==> src/rtl/lz77w_pkg.sv <==
// Shared types, constants and codes for the LZ77 window decompressor.
package lz77w_pkg;

	// History window and length field sizes
	localparam int HISTORY_DEPTH = 4096;
	localparam int HIST_AW       = $clog2(HISTORY_DEPTH);
	localparam int LENGTH_BITS   = 24;
	localparam int MIN_MATCH     = 3;
	localparam int RUN_W         = 5;	// holds a copy length up to 18
	localparam int DISP_W        = 13;	// holds a distance up to 4096

	// Header type nibble expected in the first header byte
	localparam logic [3:0] HDR_TYPE = 4'h1;

	typedef enum logic [1:0] {
		ST_OK         = 2'd0,
		ST_BAD_HEADER = 2'd1,
		ST_FAR        = 2'd2,
		ST_TRUNC      = 2'd3
	} status_t;

	typedef enum logic [2:0] {
		PH_HEADER,
		PH_FLAG,
		PH_UNIT,
		PH_MATCH2,
		PH_COPY,
		PH_DRAIN
	} phase_t;

	// Input transaction
	typedef struct packed {
		logic [7:0] in_byte;
		logic       in_last;
	} in_item_t;

	// Output transaction
	typedef struct packed {
		logic [7:0] out_byte;
		logic       has_byte;
		logic       run_last;
		logic       stream_done;
		status_t    status;
	} out_item_t;

	// One result issued by the parser towards the history stage
	typedef struct packed {
		logic               valid;
		logic               has_byte;
		logic               from_mem;
		logic [7:0]         lit_byte;
		logic               run_last;
		logic               done;
		status_t            status;
		logic [HIST_AW-1:0] wr_addr;
	} issue_t;

endpackage

==> src/rtl/lz77w_ctrl.sv <==
// Stream parser and back-reference copy sequencer.
module lz77w_ctrl (
	input  logic                                 clk,
	input  logic                                 arst_n,
	input  logic                                 item_valid,
	output logic                                 item_stall,
	input  lz77w_pkg::in_item_t                  item,
	input  logic                                 issue_ok,
	output lz77w_pkg::issue_t                    iss,
	output logic                                 rd_en,
	output logic [lz77w_pkg::HIST_AW-1:0]        rd_addr
);

	localparam int LB = lz77w_pkg::LENGTH_BITS;
	localparam int AW = lz77w_pkg::HIST_AW;
	localparam int RW = lz77w_pkg::RUN_W;
	localparam int DW = lz77w_pkg::DISP_W;

	lz77w_pkg::phase_t phase_q, phase_d;
	logic [1:0]    hdr_idx_q, hdr_idx_d;
	logic [15:0]   len_lo_q, len_lo_d;
	logic [LB-1:0] exp_q, exp_d;
	logic [LB-1:0] prod_q, prod_d;
	logic [7:0]    flags_q, flags_d;
	logic [2:0]    unit_q, unit_d;
	logic [7:0]    held_q, held_d;
	logic [RW-1:0] rem_q, rem_d;
	logic [AW-1:0] src_q, src_d;
	logic          clast_q, clast_d;

	logic          take;
	logic [7:0]    b;
	logic          last;
	logic [23:0]   len_full;
	logic [RW-1:0] m_len;
	logic [DW-1:0] m_disp;
	logic [LB-1:0] room;
	logic [LB-1:0] prod_inc;
	logic          do_after, after_last;
	logic          end_now, end_last;

	assign b        = item.in_byte;
	assign last     = item.in_last;
	assign len_full = {b, len_lo_q};
	assign m_len    = RW'({1'b0, held_q[7:4]}) + RW'(lz77w_pkg::MIN_MATCH);
	assign m_disp   = DW'({held_q[3:0], b}) + DW'(1);
	assign room     = exp_q - prod_q;
	assign prod_inc = prod_q + LB'(1);

	assign item_stall = (phase_q == lz77w_pkg::PH_COPY) || !issue_ok;
	assign take       = item_valid && !item_stall;

	// Next state and issued result
	always_comb begin
		phase_d    = phase_q;
		hdr_idx_d  = hdr_idx_q;
		len_lo_d   = len_lo_q;
		exp_d      = exp_q;
		prod_d     = prod_q;
		flags_d    = flags_q;
		unit_d     = unit_q;
		held_d     = held_q;
		rem_d      = rem_q;
		src_d      = src_q;
		clast_d    = clast_q;
		iss        = '0;
		iss.status = lz77w_pkg::ST_OK;
		rd_en      = 1'b0;
		rd_addr    = src_q;
		do_after   = 1'b0;
		after_last = 1'b0;
		end_now    = 1'b0;
		end_last   = 1'b0;

		case (phase_q)
			lz77w_pkg::PH_HEADER: begin
				if (take) begin
					if (hdr_idx_q == 2'd0 && b[7:4] != lz77w_pkg::HDR_TYPE) begin
						iss.valid  = 1'b1;
						iss.done   = 1'b1;
						iss.status = lz77w_pkg::ST_BAD_HEADER;
						end_now    = 1'b1;
						end_last   = last;
					end else if (hdr_idx_q == 2'd3) begin
						exp_d     = len_full[LB-1:0];
						hdr_idx_d = 2'd0;
						phase_d   = lz77w_pkg::PH_FLAG;
						if (len_full[LB-1:0] == '0) begin
							iss.valid = 1'b1;
							iss.done  = 1'b1;
							end_now   = 1'b1;
							end_last  = last;
						end else if (last) begin
							iss.valid  = 1'b1;
							iss.done   = 1'b1;
							iss.status = lz77w_pkg::ST_TRUNC;
							end_now    = 1'b1;
							end_last   = 1'b1;
						end
					end else begin
						if (hdr_idx_q == 2'd1) begin
							len_lo_d[7:0] = b;
						end
						if (hdr_idx_q == 2'd2) begin
							len_lo_d[15:8] = b;
						end
						hdr_idx_d = hdr_idx_q + 2'd1;
						if (last) begin
							iss.valid  = 1'b1;
							iss.done   = 1'b1;
							iss.status = lz77w_pkg::ST_TRUNC;
							end_now    = 1'b1;
							end_last   = 1'b1;
						end
					end
				end
			end
			lz77w_pkg::PH_FLAG: begin
				if (take) begin
					flags_d = b;
					unit_d  = 3'd0;
					phase_d = lz77w_pkg::PH_UNIT;
					if (last) begin
						iss.valid  = 1'b1;
						iss.done   = 1'b1;
						iss.status = lz77w_pkg::ST_TRUNC;
						end_now    = 1'b1;
						end_last   = 1'b1;
					end
				end
			end
			lz77w_pkg::PH_UNIT: begin
				if (take) begin
					if (flags_q[3'd7 - unit_q]) begin
						held_d  = b;
						phase_d = lz77w_pkg::PH_MATCH2;
						if (last) begin
							iss.valid  = 1'b1;
							iss.done   = 1'b1;
							iss.status = lz77w_pkg::ST_TRUNC;
							end_now    = 1'b1;
							end_last   = 1'b1;
						end
					end else begin
						// literal byte
						iss.valid    = 1'b1;
						iss.has_byte = 1'b1;
						iss.lit_byte = b;
						iss.run_last = 1'b1;
						iss.wr_addr  = prod_q[AW-1:0];
						prod_d       = prod_inc;
						do_after     = 1'b1;
						after_last   = last;
					end
				end
			end
			lz77w_pkg::PH_MATCH2: begin
				if (take) begin
					if (LB'(m_disp) > prod_q) begin
						iss.valid  = 1'b1;
						iss.done   = 1'b1;
						iss.status = lz77w_pkg::ST_FAR;
						end_now    = 1'b1;
						end_last   = last;
					end else begin
						// copy length cut at the expected length
						rem_d   = (LB'(m_len) > room) ? room[RW-1:0] : m_len;
						src_d   = prod_q[AW-1:0] - m_disp[AW-1:0];
						clast_d = last;
						phase_d = lz77w_pkg::PH_COPY;
					end
				end
			end
			lz77w_pkg::PH_COPY: begin
				// one history read per output byte
				if (issue_ok) begin
					rd_en        = 1'b1;
					iss.valid    = 1'b1;
					iss.has_byte = 1'b1;
					iss.from_mem = 1'b1;
					iss.wr_addr  = prod_q[AW-1:0];
					prod_d       = prod_inc;
					src_d        = src_q + AW'(1);
					rem_d        = rem_q - RW'(1);
					if (rem_q == RW'(1)) begin
						iss.run_last = 1'b1;
						do_after     = 1'b1;
						after_last   = clast_q;
					end
				end
			end
			lz77w_pkg::PH_DRAIN: begin
				if (take && last) begin
					end_now  = 1'b1;
					end_last = 1'b1;
				end
			end
			default: begin
				phase_d = lz77w_pkg::PH_HEADER;
			end
		endcase

		// A result without a byte is the only one of its input byte
		if (iss.valid && !iss.has_byte) begin
			iss.run_last = 1'b1;
		end

		// End of a unit: completion, next flag bit, or truncation
		if (do_after) begin
			if (prod_inc >= exp_q) begin
				iss.done = 1'b1;
				end_now  = 1'b1;
				end_last = after_last;
			end else begin
				unit_d  = unit_q + 3'd1;
				phase_d = (unit_q == 3'd7) ? lz77w_pkg::PH_FLAG : lz77w_pkg::PH_UNIT;
				if (after_last) begin
					iss.done   = 1'b1;
					iss.status = lz77w_pkg::ST_TRUNC;
					end_now    = 1'b1;
					end_last   = 1'b1;
				end
			end
		end

		// Stream end: restart on the last input byte, else drain
		if (end_now) begin
			if (end_last) begin
				phase_d   = lz77w_pkg::PH_HEADER;
				hdr_idx_d = 2'd0;
				exp_d     = '0;
				prod_d    = '0;
				flags_d   = '0;
				unit_d    = 3'd0;
				held_d    = '0;
			end else begin
				phase_d = lz77w_pkg::PH_DRAIN;
			end
		end
	end

	always_ff @(posedge clk or negedge arst_n) begin
		if (!arst_n) begin
			phase_q   <= lz77w_pkg::PH_HEADER;
			hdr_idx_q <= 2'd0;
			len_lo_q  <= '0;
			exp_q     <= '0;
			prod_q    <= '0;
			flags_q   <= '0;
			unit_q    <= 3'd0;
			held_q    <= '0;
			rem_q     <= '0;
			src_q     <= '0;
			clast_q   <= 1'b0;
		end else begin
			phase_q   <= phase_d;
			hdr_idx_q <= hdr_idx_d;
			len_lo_q  <= len_lo_d;
			exp_q     <= exp_d;
			prod_q    <= prod_d;
			flags_q   <= flags_d;
			unit_q    <= unit_d;
			held_q    <= held_d;
			rem_q     <= rem_d;
			src_q     <= src_d;
			clast_q   <= clast_d;
		end
	end

endmodule

==> config.mk <==
export PLATFORM = sky130hd
export DESIGN_NAME = lz77w_ctrl
export DESIGN_NICKNAME = d
export VERILOG_FILES = /design/src/rtl/lz77w_pkg.sv /design/src/rtl/lz77w_ctrl.sv
export SDC_FILE = /design/constraint.sdc
export NUM_CORES = 1
export LEC_CHECK = 0
export BUFFER_PORTS_ARGS = -buffer_cell sky130_fd_sc_hd__buf_2
export CAP_MARGIN = 10
export CORE_MARGIN = 3
export CORE_UTILIZATION = 57
export CTS_CLUSTER_DIAMETER = 30
export DETAILED_ROUTE_END_ITERATION = 8
export PLACE_DENSITY = 0.75
export SKIP_LAST_GASP = 1
export SYNTH_ARGS = -nofsm -noshare
export SYNTH_HDL_FRONTEND = slang
export SYNTH_SLANG_ARGS = --single-unit
export TNS_END_PERCENT = 30
==> constraint.sdc <==
create_clock -name clk -period 3.9 [get_ports clk]
set_input_delay 0.195 -clock clk [delete_from_list [all_inputs] [get_ports clk]]
set_output_delay 0.195 -clock clk [all_outputs]
set_load 0.01 [all_outputs]
==> metrics.md <==
| Metric | Value |
|---|---|
| Outcome | `finished with violations` |
| Failing checks | `setup timing` |
| Wire per inst | `18.1 um` |
| Placed cell areas | `slightly below 0.01 mm^2` |
| Die width | `about 130 um` |
| Antenna violations before repair | `0` |
| Achievable Freq | `250 MHz` |
| GRT Util Overall | `29.0%` |
| CTS Buf Count | `9` |
| Crit path time final | `4.00 ns` |
| CTS Sinks | `roughly 110` |
| Critical path endpoint category | `output port` |
| Multiplexer share of the synthesized area | `under 10%` |
| Vias in the first global route | `approximately 7.7k` |
| Distinct cell type count after synthesis | `75` |
| RSZ-0062 raised after global routing | `true` |
| Final period util | `103%` |
| Sequential-to-total area share from yosys stat | `a little under 30%` |
| Async S/R FF share, synth | `100%` |
| Nets | `between 1k and 1.5k` |
| Max_slew headroom | `between 40% and 50%` |
| Setup TNS Final | `-0.165 ns` |
| Share of the synthesized area in the top cell type | `29.2%` |
| Adder-cell share of the synthesized area | `about 13%` |
| Die Area | `0.0175 mm^2` |
| Core area | `0.0154 mm^2` |
| Skew-Pair Late Insertion Delay | `0.37 ns` |
| Top-count cell post-synth | `nand2_1` |
| Number of enable flip-flop cells after synthesis | `0` |
| Worst-path clk slew | `roughly 0.08 ns` |
| Final setup viols | `2` |
| Grt ovf | `0` |
| CTS max path bufs | `2` |
| Top cells by area, synth | `dfrtp_1 (29%), ha_1 (13%), nand2_1 (6.3%)` |
| Startpoint Class | `flop` |
| Largest net degree at the start of global routing | `59` |
| DRC viols | `0` |
| Pins Over Slew Limit | `0` |
| Root Driver | `clkbuf_16` |
| Synth cell count leaders | `nand2_1 (152), nor2_1 (121), dfrtp_1 (106), a21oi_1 (101), inv_1 (92)` |
| Inst Count DP | `roughly 1.4k` |
| Starting Density | `59.0%` |
| Vias per cell | `between 6 and 7` |
| Layout fillers | `between 1k and 1.5k` |
| Die Y | `roughly 130 um` |
| Routed wire length | `25700 um` |
| Required @ worst endpoint | `about 3.7 ns` |
| WS Path Type | `flop to output port` |
| Synth Warn # | `0` |
| Fin. Hold Viols | `0` |
| Cells after Synth | `between 1k and 1.5k` |
| Final WS setup | `-0.101 ns` |
| 1st-iter DRT viols | `806` |
| Routability Congestion | `0.970` |
| Antenna cells | `0` |
| Design area | `0.0103 mm^2` |
| CP Max Fanout | `3` |
| Final non-filler cell total | `~1.4k` |
| Slew at the pin with the worst max-slew slack | `0.843 ns` |
| I/O pin cnt | `54` |
| Post-Synth Simple-Gate Area | `22.0%` |
| Maxcap violations | `0` |
| CP Data Arrival Time | `around 3.8 ns` |
| Synth Area in XOR/XNOR | `about 6.8%` |
| Share of cells above drive strength 1 | `between 10% and 20%` |
| Area leader, netlist | `dfrtp_1` |
| HPWL Detailed | `19300 um` |
| Post-synth top flop | `dfrtp_1` |
| CTS tree | `yes` |
| Largest vdd supply drop | `between 0.2 and 0.3 mV` |
| I/O Buffers | `53` |
| ANT nets after route | `0` |
| Worst min-delay path category | `input port to flop` |
| Syn_nets | `1243` |
| Row cnt | `between 40 and 50` |
| Synth Area in Compound Gates | `about a fifth` |
| Routed vias | `8554` |
| FF+latch count, synth | `approximately 110` |
| Mean Syn Cell Area | `roughly 8 um^2` |
| Largest family of logic cells by synthesized area | `simple AND/OR/NAND/NOR gates` |
| LEAKAGE | `between 4 and 5 nW` |
| Mapped cell area | `~0.0091 mm^2` |
| Pwr Density | `roughly 520 mW/mm^2` |
| H-tree levels | `3` |
| Pre-antenna DRT Iters | `5` |
| Area Overhead vs Synth | `12.8%` |
| Worst Skew | `0.0126 ns` |
| First-pass GRT wire length | `around 40000 um` |
-- stage by stage --
step | hold slack (ns) | total power [mW] | setup slack, ns | util (%)
2_1_floorplan | -0.101 | 3.51 | 0.0399 | -
3_3_place_gp | 0.258 | 4.23 | 0.0962 | 63.1
3_5_place_dp | 0.267 | 4.28 | 0.0350 | 63.1
4_1_cts | 0.131 | 5.27 | -0.0119 | 65.6
5_1_grt | 0.172 | 5.73 | -0.289 | 66.5
6_report | 0.139 | 5.37 | -0.101 | 66.5
-- routing by layer --
layer	track usage, %	wire length (um)	vias up
li1	-	-	4088
met1	44.0	11800	4058
met2	42.9	11200	362
met3	4.66	2070	46
met4	8.20	581	0
met5	0	0	-
-- flip-flops by register name, indices dropped and copies added, names as in the netlist --
register,cells
unit_q,3
exp_q,24
rd_addr,12
phase_q,3
prod_q,24
held_q,8
flags_q,8
clast_q,1
hdr_idx_q,2
rem_q,5
len_lo_q,16
-- timing repair --
| item | 4_1_cts | 5_1_grt |
|---|---|---|
| hold buffers | 1 | 0 |
| gates resized for setup | 9 | 19 |
| endpoints found under the setup margin | 4 | 14 |
| endpoints found under the hold margin | 46 | 0 |
| setup buffers | 4 | 7 |
| pin swaps | 3 | 17 |
-- critical path, stage by stage (launching register included) --
cell,delay (ns)
dfrtp_2,0.43
nand3_4,0.12
nor3_4,0.21
nand3_2,0.14
nor3_4,0.22
and3_4,0.22
nand3_2,0.08
xnor2_1,0.14
ha_1,0.31
a21o_1,0.19
a21o_1,0.17
a21oi_2,0.18
o2111ai_2,0.12
a221oi_2,0.28
buf_4,0.16
nor2b_1,0.13
nor2_1,0.07
o211ai_1,0.12
buf_2,0.17
-- layout by cell type, fill, tap and decap left out, types with 7 or more instances in the layout --
master	count
inv_1	92
o21ai_1	7
nand3_1	27
clkbuf_16	9
nor3b_1	7
nor2_1	119
a31oi_1	10
nor4_1	11
nand2b_1	10
o22ai_1	10
o21a_1	12
dfrtp_1	104
nand2_1	151
nand3b_1	7
nor2b_1	7
and3_1	18
mux2_2	12
a21o_1	16
nor3_1	19
xnor2_1	60
nand4_1	18
a21oi_1	99
buf_2	52
ha_1	89
mux2i_1	16
and2_1	7
xor2_1	11
o21ai_0	40
buf_4	53
-- layout make-up --
cell class                 count  area, um^2  area share (%)
sequential                   106        2660            25.9
multi-input combinational    886        6000            58.5
timing repair buffer         107         688            6.71
clock inverter                 7        77.6           0.756
inverter                      92         345            3.37
tap                          211         264            2.57
clock buffer                   9         225            2.20
-- final timing paths --
check	from	to	slack [ns]	cells past startpoint
setup / recovery	prod_q[1]	iss[13]	-0.10	18
hold / removal	item[2]	flags_q[1]	0.14	3
setup reg to reg	prod_q[1]	unit_q[0]	0.09	19
hold reg to reg	flags_q[1]	flags_q[1]	0.52	2
max in group asynchronous	arst_n	prod_q[0]	2.60	3
min in group asynchronous	arst_n	prod_q[17]	0.41	2
-- cells by family (layout without fill, tap and decap cells) --
| kind of cell | after synthesis | after routing |
|---|---|---|
| compound gates | 262 | 262 |
| xor+xnor | 71 | 71 |
| fa+ha+maj | 93 | 93 |
| buf+inv | 145 | 215 |
| flops | 106 | 106 |
| mux | 31 | 31 |
| simple gates | 429 | 429 |
-- where the power goes --
part | internal (mW) | switching (mW)
registers | 1.32 | 0.255
logic | 1.26 | 1.59
clock network | 0.459 | 0.488
total | 3.04 | 2.34
(Power assumes the default switching activity.)
